File: src/hdl/tcsf_pkg.sv
// Shared types, constants and helper function for the triangle column span filler.
`default_nettype none
package tcsf_pkg;

  localparam int FRAC_BITS    = 4;
  localparam int COLUMN_BITS  = 12;
  localparam int COORD_BITS   = 16;
  localparam int COL_CNT_BITS = COLUMN_BITS + 1;
  localparam int COLUMN_LIMIT = 1 << COLUMN_BITS;
  localparam int XW_BITS      = COL_CNT_BITS + FRAC_BITS;

  // Edge arithmetic widths
  localparam int DY_BITS   = COORD_BITS + 1;
  localparam int PROD_BITS = 2 * DY_BITS;
  localparam int NSUM_BITS = PROD_BITS + 2;
  localparam int QUO_BITS  = COORD_BITS + 1;
  localparam int DEN_BITS  = COORD_BITS + 1;
  localparam int NUM_BITS  = QUO_BITS + DEN_BITS;
  localparam int YS_BITS   = COORD_BITS + 3;
  localparam int DIV_CNT_BITS = $clog2(QUO_BITS + 1);

  localparam logic [COORD_BITS-1:0] COORD_MAX = '1;

  typedef struct packed {
    logic                  cmd;
    logic [COORD_BITS-1:0] vertex_x;
    logic [COORD_BITS-1:0] vertex_y;
  } tcsf_in_t;

  typedef struct packed {
    logic [COLUMN_BITS-1:0] column;
    logic [COORD_BITS-1:0]  span_start_y;
    logic [COORD_BITS-1:0]  span_end_y;
    logic                   drawn;
    logic                   last_span;
    logic                   past_end;
  } tcsf_out_t;

  localparam logic CMD_LOAD = 1'b0;
  localparam logic CMD_SPAN = 1'b1;

  typedef enum logic [2:0] {
    ST_IDLE,
    ST_MUL_LONG,
    ST_START_LONG,
    ST_WAIT_LONG,
    ST_MUL_SHORT,
    ST_START_SHORT,
    ST_WAIT_SHORT
  } tcsf_state_e;

  // Controller commands to the datapath
  typedef struct packed {
    logic load;
    logic quick;
    logic mul;
    logic edge_short;
    logic div_start;
    logic cap_long;
    logic cap_short;
  } tcsf_ctrl_t;

  // Datapath status to the controller
  typedef struct packed {
    logic active;
    logic flat;
    logic div_done;
  } tcsf_status_t;

  function automatic logic [COL_CNT_BITS-1:0] ceil_col(input logic [COORD_BITS-1:0] x);
    logic [COORD_BITS:0] s;
    s = {1'b0, x} + (COORD_BITS+1)'((1 << FRAC_BITS) - 1);
    s = s >> FRAC_BITS;
    if (s > (COORD_BITS+1)'(COLUMN_LIMIT)) begin
      return COL_CNT_BITS'(COLUMN_LIMIT);
    end
    return COL_CNT_BITS'(s);
  endfunction

endpackage
`default_nettype wire

File: src/hdl/triangle_column_span_fill.sv
// Top level of the triangle column span filler: controller plus datapath.
//
// A transfer is taken when start_i is high and busy_o is low. A vertex load
// (cmd 0) is absorbed in that cycle and gives no result; busy_o stays low. A
// span request (cmd 1) gives exactly one result, shown on res_o for a single
// cycle with strobe_o high; there is no backpressure, so capture it then.
// Past-end answers and flat triangles come back in the cycle after the
// transfer. A regular column evaluates the long edge and then the short edge
// on one shared multiplier and a bit-serial divider that yields one quotient
// bit per cycle, with coordinates in 12.4 format; busy_o is high while the
// span is evaluated. Vertices are sorted by x as the third one loads.
`default_nettype none
module triangle_column_span_fill (
  input  wire logic                 clk_i,
  input  wire logic                 rst_ni,
  input  wire logic                 start_i,
  input  wire tcsf_pkg::tcsf_in_t   req_i,
  output logic                      busy_o,
  output logic                      strobe_o,
  output tcsf_pkg::tcsf_out_t       res_o
);
  import tcsf_pkg::*;

  tcsf_ctrl_t   ctrl;
  tcsf_status_t status;

  // Sequence loads and edge evaluations
  tcsf_ctrl u_ctrl (
    .clk_i    (clk_i),
    .rst_ni   (rst_ni),
    .start_i  (start_i),
    .cmd_i    (req_i.cmd),
    .status_i (status),
    .ctrl_o   (ctrl),
    .busy_o   (busy_o)
  );

  // Hold vertices, box and column; compute edge values
  tcsf_datapath u_datapath (
    .clk_i    (clk_i),
    .rst_ni   (rst_ni),
    .req_i    (req_i),
    .ctrl_i   (ctrl),
    .status_o (status),
    .strobe_o (strobe_o),
    .res_o    (res_o)
  );

endmodule
`default_nettype wire

File: src/hdl/tcsf_div.sv
// Iterative restoring divider, one quotient bit per cycle.
`default_nettype none
module tcsf_div (
  input  wire logic                          clk_i,
  input  wire logic                          rst_ni,
  input  wire logic                          start_i,
  input  wire logic [tcsf_pkg::NUM_BITS-1:0] num_i,
  input  wire logic [tcsf_pkg::DEN_BITS-1:0] den_i,
  output logic                               done_o,
  output logic [tcsf_pkg::QUO_BITS-1:0]      quo_o,
  output logic                               rem_nz_o
);
  import tcsf_pkg::*;

  logic [DEN_BITS-1:0]     rem_q, rem_d, den_q;
  logic [QUO_BITS-1:0]     quo_q, quo_d;
  logic [DIV_CNT_BITS-1:0] cnt_q, cnt_d;
  logic                    run_q, run_d, done_q, done_d;
  logic [DEN_BITS:0]       trial, diff;
  logic                    ge;

  always_comb begin
    trial = {rem_q, quo_q[QUO_BITS-1]};
    diff  = trial - {1'b0, den_q};
    ge    = trial >= {1'b0, den_q};
    rem_d  = rem_q;
    quo_d  = quo_q;
    cnt_d  = cnt_q;
    run_d  = run_q;
    done_d = 1'b0;
    if (start_i) begin
      rem_d = num_i[NUM_BITS-1:QUO_BITS];
      quo_d = num_i[QUO_BITS-1:0];
      cnt_d = DIV_CNT_BITS'(QUO_BITS);
      run_d = 1'b1;
    end else if (run_q) begin
      rem_d = ge ? diff[DEN_BITS-1:0] : trial[DEN_BITS-1:0];
      quo_d = {quo_q[QUO_BITS-2:0], ge};
      cnt_d = cnt_q - DIV_CNT_BITS'(1);
      if (cnt_q == DIV_CNT_BITS'(1)) begin
        run_d  = 1'b0;
        done_d = 1'b1;
      end
    end
  end

  always_ff @(posedge clk_i or negedge rst_ni) begin
    if (!rst_ni) begin
      cnt_q  <= '0;
      run_q  <= 1'b0;
      done_q <= 1'b0;
    end else begin
      cnt_q  <= cnt_d;
      run_q  <= run_d;
      done_q <= done_d;
    end
  end

  always_ff @(posedge clk_i) begin
    rem_q <= rem_d;
    quo_q <= quo_d;
    if (start_i) begin
      den_q <= den_i;
    end
  end

  assign done_o   = done_q;
  assign quo_o    = quo_q;
  assign rem_nz_o = |rem_q;

endmodule
`default_nettype wire

File: src/hdl/tcsf_datapath.sv
// Datapath: vertex store, bounding box, column counter, edge multiplier and divider.
`default_nettype none
module tcsf_datapath (
  input  wire logic                   clk_i,
  input  wire logic                   rst_ni,
  input  wire tcsf_pkg::tcsf_in_t     req_i,
  input  wire tcsf_pkg::tcsf_ctrl_t   ctrl_i,
  output tcsf_pkg::tcsf_status_t      status_o,
  output logic                        strobe_o,
  output tcsf_pkg::tcsf_out_t         res_o
);
  import tcsf_pkg::*;

  logic [COORD_BITS-1:0]   vx_q [3];
  logic [COORD_BITS-1:0]   vy_q [3];
  logic [COORD_BITS-1:0]   nx [3];
  logic [COORD_BITS-1:0]   ny [3];
  logic [COORD_BITS-1:0]   tmp_x, tmp_y;
  logic [1:0]              loaded_q, slot;
  logic [COL_CNT_BITS-1:0] next_col_q, end_col_q, col_inc;
  logic [COORD_BITS-1:0]   box_min_q, box_max_q, bmin, bmax;
  logic                    active_q, flat_q;

  logic [XW_BITS-1:0]          big_x;
  logic                        short_lo;
  logic [COORD_BITS-1:0]       xa, xb, ya, yb;
  logic signed [DY_BITS-1:0]   dy, tt;
  logic signed [PROD_BITS-1:0] prod_q;
  logic [COORD_BITS-1:0]       ya_q, dx_q;
  logic signed [NSUM_BITS-1:0] nsum, nmag;
  logic                        neg_q;
  logic [COORD_BITS-1:0]       ylong_q, y_edge;

  logic                        div_done, rem_nz;
  logic [QUO_BITS-1:0]         quo;
  logic signed [YS_BITS-1:0]   qmag, qinc, qs, ys;

  logic                        strobe_q;
  tcsf_out_t                   res_q, res_d;
  logic [COL_CNT_BITS-1:0]     flat_col;

  // Load slot and sorted copy of the vertex set
  always_comb begin
    tmp_x = '0;
    tmp_y = '0;
    slot = (loaded_q == 2'd3) ? 2'd0 : loaded_q;
    bmin = (slot == 2'd0) ? req_i.vertex_y
         : ((req_i.vertex_y < box_min_q) ? req_i.vertex_y : box_min_q);
    bmax = (slot == 2'd0) ? req_i.vertex_y
         : ((req_i.vertex_y > box_max_q) ? req_i.vertex_y : box_max_q);
    for (int i = 0; i < 3; i++) begin
      nx[i] = vx_q[i];
      ny[i] = vy_q[i];
    end
    nx[slot] = req_i.vertex_x;
    ny[slot] = req_i.vertex_y;
    if (slot == 2'd2) begin
      if (nx[0] > nx[1]) begin
        tmp_x = nx[0]; tmp_y = ny[0];
        nx[0] = nx[1]; ny[0] = ny[1];
        nx[1] = tmp_x; ny[1] = tmp_y;
      end
      if (nx[1] > nx[2]) begin
        tmp_x = nx[1]; tmp_y = ny[1];
        nx[1] = nx[2]; ny[1] = ny[2];
        nx[2] = tmp_x; ny[2] = tmp_y;
      end
      if (nx[0] > nx[1]) begin
        tmp_x = nx[0]; tmp_y = ny[0];
        nx[0] = nx[1]; ny[0] = ny[1];
        nx[1] = tmp_x; ny[1] = tmp_y;
      end
    end
  end

  // Edge operand selection
  always_comb begin
    big_x    = XW_BITS'(next_col_q) << FRAC_BITS;
    short_lo = big_x < XW_BITS'(vx_q[1]);
    if (!ctrl_i.edge_short) begin
      xa = vx_q[0]; ya = vy_q[0]; xb = vx_q[2]; yb = vy_q[2];
    end else if (short_lo) begin
      xa = vx_q[0]; ya = vy_q[0]; xb = vx_q[1]; yb = vy_q[1];
    end else begin
      xa = vx_q[1]; ya = vy_q[1]; xb = vx_q[2]; yb = vy_q[2];
    end
    dy = $signed({1'b0, yb}) - $signed({1'b0, ya});
    tt = $signed({1'b0, COORD_BITS'(big_x - XW_BITS'(xa))});
  end

  // Rounded numerator 2*dy*t + dx and its magnitude
  always_comb begin
    nsum = $signed({prod_q[PROD_BITS-1], prod_q, 1'b0})
         + $signed(NSUM_BITS'(dx_q));
    nmag = nsum[NSUM_BITS-1] ? -nsum : nsum;
  end

  tcsf_div u_div (
    .clk_i    (clk_i),
    .rst_ni   (rst_ni),
    .start_i  (ctrl_i.div_start),
    .num_i    (nmag[NUM_BITS-1:0]),
    .den_i    ({dx_q, 1'b0}),
    .done_o   (div_done),
    .quo_o    (quo),
    .rem_nz_o (rem_nz)
  );

  // Floor quotient, add the start y, clamp to the coordinate range
  always_comb begin
    qmag = $signed(YS_BITS'(quo));
    qinc = qmag + $signed(YS_BITS'(rem_nz));
    qs   = neg_q ? -qinc : qmag;
    ys   = $signed(YS_BITS'(ya_q)) + qs;
    if (ys < 0) begin
      y_edge = '0;
    end else if (ys > $signed(YS_BITS'(COORD_MAX))) begin
      y_edge = COORD_MAX;
    end else begin
      y_edge = ys[COORD_BITS-1:0];
    end
    col_inc  = next_col_q + COL_CNT_BITS'(1);
    flat_col = (next_col_q > COL_CNT_BITS'(COLUMN_LIMIT - 1))
             ? COL_CNT_BITS'(COLUMN_LIMIT - 1) : next_col_q;
  end

  // Next result: quick answer or finished column
  always_comb begin
    res_d = res_q;
    if (ctrl_i.quick) begin
      res_d = '0;
      if (!active_q) begin
        res_d.past_end = 1'b1;
      end else begin
        res_d.column       = flat_col[COLUMN_BITS-1:0];
        res_d.span_start_y = box_min_q;
        res_d.span_end_y   = box_max_q;
        res_d.drawn        = 1'b1;
        res_d.last_span    = 1'b1;
      end
    end
    if (ctrl_i.cap_short) begin
      res_d.column       = next_col_q[COLUMN_BITS-1:0];
      res_d.span_start_y = ylong_q;
      res_d.span_end_y   = y_edge;
      res_d.drawn        = (ylong_q >= box_min_q) && (ylong_q <= box_max_q) &&
                           (y_edge >= box_min_q) && (y_edge <= box_max_q);
      res_d.last_span    = col_inc >= end_col_q;
      res_d.past_end     = 1'b0;
    end
  end

  always_ff @(posedge clk_i or negedge rst_ni) begin
    if (!rst_ni) begin
      for (int i = 0; i < 3; i++) begin
        vx_q[i] <= '0;
        vy_q[i] <= '0;
      end
      loaded_q   <= '0;
      next_col_q <= '0;
      end_col_q  <= '0;
      box_min_q  <= COORD_MAX;
      box_max_q  <= '0;
      active_q   <= 1'b0;
      flat_q     <= 1'b0;
      strobe_q   <= 1'b0;
    end else begin
      strobe_q <= ctrl_i.quick | ctrl_i.cap_short;
      if (ctrl_i.load) begin
        for (int i = 0; i < 3; i++) begin
          vx_q[i] <= nx[i];
          vy_q[i] <= ny[i];
        end
        box_min_q <= bmin;
        box_max_q <= bmax;
        loaded_q  <= slot + 2'd1;
        if (slot == 2'd2) begin
          next_col_q <= ceil_col(nx[0]);
          end_col_q  <= ceil_col(nx[2]);
          flat_q     <= ceil_col(nx[0]) >= ceil_col(nx[2]);
          active_q   <= 1'b1;
        end else if (loaded_q == 2'd3) begin
          active_q <= 1'b0;
        end
      end
      if (ctrl_i.quick) begin
        if (active_q) begin
          active_q <= 1'b0;
        end
      end
      if (ctrl_i.cap_short) begin
        next_col_q <= col_inc;
        if (col_inc >= end_col_q) begin
          active_q <= 1'b0;
        end
      end
    end
  end

  always_ff @(posedge clk_i) begin
    if (ctrl_i.mul) begin
      prod_q <= PROD_BITS'(dy * tt);
      ya_q   <= ya;
      dx_q   <= xb - xa;
    end
    if (ctrl_i.div_start) begin
      neg_q <= nsum[NSUM_BITS-1];
    end
    if (ctrl_i.cap_long) begin
      ylong_q <= y_edge;
    end
    if (ctrl_i.quick || ctrl_i.cap_short) begin
      res_q <= res_d;
    end
  end

  assign status_o.active   = active_q;
  assign status_o.flat     = flat_q;
  assign status_o.div_done = div_done;
  assign strobe_o = strobe_q;
  assign res_o    = res_q;

endmodule
`default_nettype wire

File: src/hdl/tcsf_ctrl.sv
// Controller state machine: sequences vertex loads, quick answers and the long and short edge evaluations of a span.
`default_nettype none
module tcsf_ctrl (
  input  wire logic                   clk_i,
  input  wire logic                   rst_ni,
  input  wire logic                   start_i,
  input  wire logic                   cmd_i,
  input  wire tcsf_pkg::tcsf_status_t status_i,
  output tcsf_pkg::tcsf_ctrl_t        ctrl_o,
  output logic                        busy_o
);
  import tcsf_pkg::*;

  tcsf_state_e state_q, state_d;

  always_ff @(posedge clk_i or negedge rst_ni) begin
    if (!rst_ni) begin
      state_q <= ST_IDLE;
    end else begin
      state_q <= state_d;
    end
  end

  always_comb begin
    state_d = state_q;
    ctrl_o  = '0;
    busy_o  = 1'b1;
    case (state_q)
      ST_IDLE: begin
        busy_o = 1'b0;
        if (start_i) begin
          if (cmd_i == CMD_LOAD) begin
            ctrl_o.load = 1'b1;
          end else if (!status_i.active || status_i.flat) begin
            ctrl_o.quick = 1'b1;
          end else begin
            state_d = ST_MUL_LONG;
          end
        end
      end
      ST_MUL_LONG: begin
        ctrl_o.mul = 1'b1;
        state_d    = ST_START_LONG;
      end
      ST_START_LONG: begin
        ctrl_o.div_start = 1'b1;
        state_d          = ST_WAIT_LONG;
      end
      ST_WAIT_LONG: begin
        if (status_i.div_done) begin
          ctrl_o.cap_long = 1'b1;
          state_d         = ST_MUL_SHORT;
        end
      end
      ST_MUL_SHORT: begin
        ctrl_o.mul        = 1'b1;
        ctrl_o.edge_short = 1'b1;
        state_d           = ST_START_SHORT;
      end
      ST_START_SHORT: begin
        ctrl_o.div_start = 1'b1;
        state_d          = ST_WAIT_SHORT;
      end
      ST_WAIT_SHORT: begin
        if (status_i.div_done) begin
          ctrl_o.cap_short = 1'b1;
          state_d          = ST_IDLE;
        end
      end
      default: begin
        state_d = ST_IDLE;
      end
    endcase
  end

endmodule
`default_nettype wire
File: config.mk
export PLATFORM = sky130hd
export DESIGN_NAME = triangle_column_span_fill
export DESIGN_NICKNAME = d
export VERILOG_FILES = /design/src/hdl/tcsf_pkg.sv /design/src/hdl/triangle_column_span_fill.sv /design/src/hdl/tcsf_div.sv /design/src/hdl/tcsf_datapath.sv /design/src/hdl/tcsf_ctrl.sv
export SDC_FILE = /design/constraint.sdc
export NUM_CORES = 2
export LEC_CHECK = 0
export BUFFER_PORTS_ARGS = -buffer_cell sky130_fd_sc_hd__buf_2
export CORE_ASPECT_RATIO = 0.9
export CORE_MARGIN = 1
export CORE_UTILIZATION = 40
export DETAILED_ROUTE_END_ITERATION = 10
export HOLD_SLACK_MARGIN = 0.15
export PLACE_DENSITY = 0.63
export SYNTH_ARGS = -nofsm -noshare
export SYNTH_HDL_FRONTEND = slang
export SYNTH_SLANG_ARGS = --single-unit
File: constraint.sdc
create_clock -name clk_i -period 14.05 [get_ports clk_i]
set_input_delay 1.405 -clock clk_i [delete_from_list [all_inputs] [get_ports clk_i]]
set_output_delay 1.405 -clock clk_i [all_outputs]
set_load 0.005 [all_outputs]
==> flow_summary.json <==
{
  "drtIter0Drc": 2910,
  "cts_made_buffers": 43,
  "htreeDepth": 2,
  "fmax_ghz": 0.0820,
  "track_usage": 0.228,
  "fin_tns_setup_ns": 0,
  "num_io_pins": 85,
  "clock_tree.root_cell": "clkbuf_16",
  "hold_depth": 2,
  "relSlewSlack": 0.186,
  "synth_area_leader_cell": "fa_1",
  "hold_viol_final": 0,
  "cp_num_buf_inv": 2,
  "totalWireLength_um": 115000,
  "fin_skew_ns": 0.0227,
  "first_pass_iters": 6,
  "cts_setup_buffers": 0,
  "cts-resized-gates": 0,
  "nets": 5130,
  "antenna_found_initial": 0,
  "synth_seq_cells": 349,
  "row_count": 108,
  "via_count": 32679,
  "finalCriticalPeriod_ns": 12.20,
  "cts_tree": "done",
  "cap_violations": 0,
  "cp-startpoint": "u_datapath.loaded_q[1]$_DFFE_PN0P_",
  "yosys_warnings": 0,
  "mappedNetlistArea_um2": 39400,
  "max_stage_delay_ns": 0.85,
  "synthCells": 4461,
  "worst-setup-path-type": "reg -> reg",
  "path_delay_family": "compound AO/OA/AOI/OAI gates",
  "clk_latency_ns": 0.60,
  "cp-start-kind": "flop",
  "grtUsageMet1": 0.325,
  "clk_pin_slew_ns": 0.06,
  "cts_hold_buf": 0,
  "grt_most_used_layer": "met2",
  "coreArea_um2": 96900,
  "synth_area_leaders": "fa_1 14%, edfxtp_1 14%, ha_1 12%",
  "tritoncts_num_sinks": 349,
  "drc": 0,
  "grt_pass1_wl_um": 180000,
  "cts_buffer_depth": 3,
  "ant_nets": 0,
  "synth_top_area_frac": 0.144,
  "start_util": 0.406,
  "drive_gt1_frac": 0.0916,
  "fin_crit_sh": 0.868,
  "avgViaCountPerCell": 5.69,
  "r2r_end": "u_datapath.flat_q$_DFFE_PN0P_",
  "grt_max_degree": 73,
  "ys_seq_area_frac": 0.245,
  "grt.overflow.total": 0,
  "use_met2": 0.354,
  "yosysUniqueCellTypes": 98,
  "critPathCaptureType": "flop",
  "chipHeight_um": 300,
  "crit_fanout": 32,
  "gp_congestion": 0.986,
  "ys_async_sr_fraction": 0.484,
  "drv_slew": 0,
  "hp-class": "reg -> reg",
  "wl_per_cell_um": 20.0,
  "worst-path-stages": 42,
  "met3_usage": 0.0372,
  "numPortBuffers": 84,
  "ys.flop_type": "edfxtp_1",
  "die_w_um": 333,
  "rrSetupSlack_ns": 1.85,
  "worstPathArrival_ns": 12.63,
  "die-area_um2": 99700,
  "cp_slowest_cell": "o21ai_1",
  "cp-endpoint": "u_datapath.flat_q$_DFFE_PN0P_",
  "area_delta_synth_final_pct": 8.14,
  "syn_nets": 5146,
  "regToRegStartpoint": "u_datapath.loaded_q[1]$_DFFE_PN0P_",
  "worst_pin_slew_ns": 1.21,
  "setup_viol": 0,
  "dp_hpwl_um": 88500,
  "status": "finished, final reports clean",
  "rsz0062_at_grt": "false",
  "crit_required_ns": 14.48,
  "ff2ff_path_depth": 42,
  "synth_edf_count": 180,
  "avgSynthCellArea_um2": 8.82,
  "grt_pass1_vias": 31475
}
==> worst register-to-register path: cells and delay by family, from the launching register on <==
family	cells	cell delay [ns]
adder cells (fa/ha/maj)	5	2.13
flip-flops	1	0.44
buffers and inverters	2	0.26
AND/OR/NAND/NOR	15	3.44
XOR/XNOR	1	0.24
AO/OA/AOI/OAI	19	5.52
==> registers in the layout, indices dropped and copies added, names as in the netlist, 17 cells and up <==
signal and count:
u_datapath.u_div.quo_o 17, u_datapath.vy_q 48, u_datapath.u_div.rem_q 17, u_datapath.vx_q 48, u_datapath.res_o 47, u_datapath.prod_q 34
==> through the flow <==
stage                     setup slack (ns)  hold slack [ns]  area [um2]  instances  utilization
final                                 1.85            0.477       42600       5744        0.439
after global placement                2.27            0.463       41100       5665        0.424
after CTS                             2.13            0.484       42600       5743        0.439
after floorplan                       3.00            0.433       39400       4461            -
after global routing                  1.14            0.513       42600       5743        0.439
after detailed placement              2.05            0.471       41100       5665        0.424
==> cell usage in the layout (no fill, tap or decap), drive strengths merged, types with 42 or more instances in the layout <==
cell	instances
nand2	538
inv	480
nor2	376
ha	365
fa	284
o21ai	262
a21oi	228
edfxtp	180
xnor2	164
dfrtp	153
buf	147
mux2	114
mux2i	87
nand3	86
xor2	76
a221oi	72
a21o	69
nor3	63
o21a	57
clkbuf	52
o211ai	48
nand4	43
nand2b	42
==> cell families (layout without fill, tap and decap cells) <==
kind of cell	Yosys count	count (layout)	synth area share
mux	201	201	0.0548
fa+ha+maj	650	650	0.261
buf+inv	687	704	0.0669
xor+xnor	240	240	0.0536
compound gates	1002	1002	0.166
other cells	0	1	0
flops	349	349	0.245
simple gates	1332	1332	0.152
==> synthesized netlist by cell type (19+ instances only) <==
cell type,count
nand4_1,41
and3_1,30
o21a_1,57
inv_1,478
nand2b_1,42
nor3_1,62
nor2b_1,36
fa_1,284
nor2_1,375
o22ai_1,40
mux2i_1,86
a21oi_1,228
a211oi_1,39
buf_2,19
edfxtp_1,180
o221ai_1,22
o21ai_0,257
a221oi_1,71
a31oi_1,28
ha_1,365
a21o_1,69
and2_1,27
o211ai_1,48
xnor2_1,163
nand3_1,86
mux2_2,114
nand2_1,537
dfrtp_1,153
buf_1,30
clkbuf_1,154
xor2_1,76
==> layer usage <==
layer  part of all wire  vias to the layer above
li1                   -                    15476
met5                  0                        -
met1               0.46                    15790
met3              0.075                      190
met2               0.44                     1223
met4              0.027                        0
==> layout make-up <==
| type | count | area [um2] |
|---|---|---|
| diodes | 1 | 2.50 |
| clock buffers | 52 | 1130 |
| clock inverters | 26 | 312 |
| fillers | 9356 | 54300 |
| inverters | 479 | 1800 |
| multi-input cells | 3425 | 27200 |
| flip-flops and latches | 349 | 9650 |
| well taps | 1265 | 1580 |
| repair buffers | 147 | 900 |
==> worst min-delay path by stage <==
stage               slack, ns                                    to                                 from
finish                   0.48   u_datapath.end_col_q[6]$_DFFE_PN0P_  u_datapath.end_col_q[6]$_DFFE_PN0P_
global route             0.51   u_datapath.end_col_q[0]$_DFFE_PN0P_  u_datapath.end_col_q[0]$_DFFE_PN0P_
CTS                      0.48   u_datapath.end_col_q[6]$_DFFE_PN0P_  u_datapath.end_col_q[6]$_DFFE_PN0P_
detailed placement       0.47   u_datapath.end_col_q[6]$_DFFE_PN0P_  u_datapath.end_col_q[6]$_DFFE_PN0P_
global placement         0.46   u_datapath.end_col_q[6]$_DFFE_PN0P_  u_datapath.end_col_q[6]$_DFFE_PN0P_
floorplan                0.43  u_datapath.u_div.den_q[10]$_DFFE_PN_         u_datapath.dx_q[9]$_DFFE_PP_
Power is not shown: default switching activity piles up to over one toggle a cycle in this logic, so the estimate is an artifact.
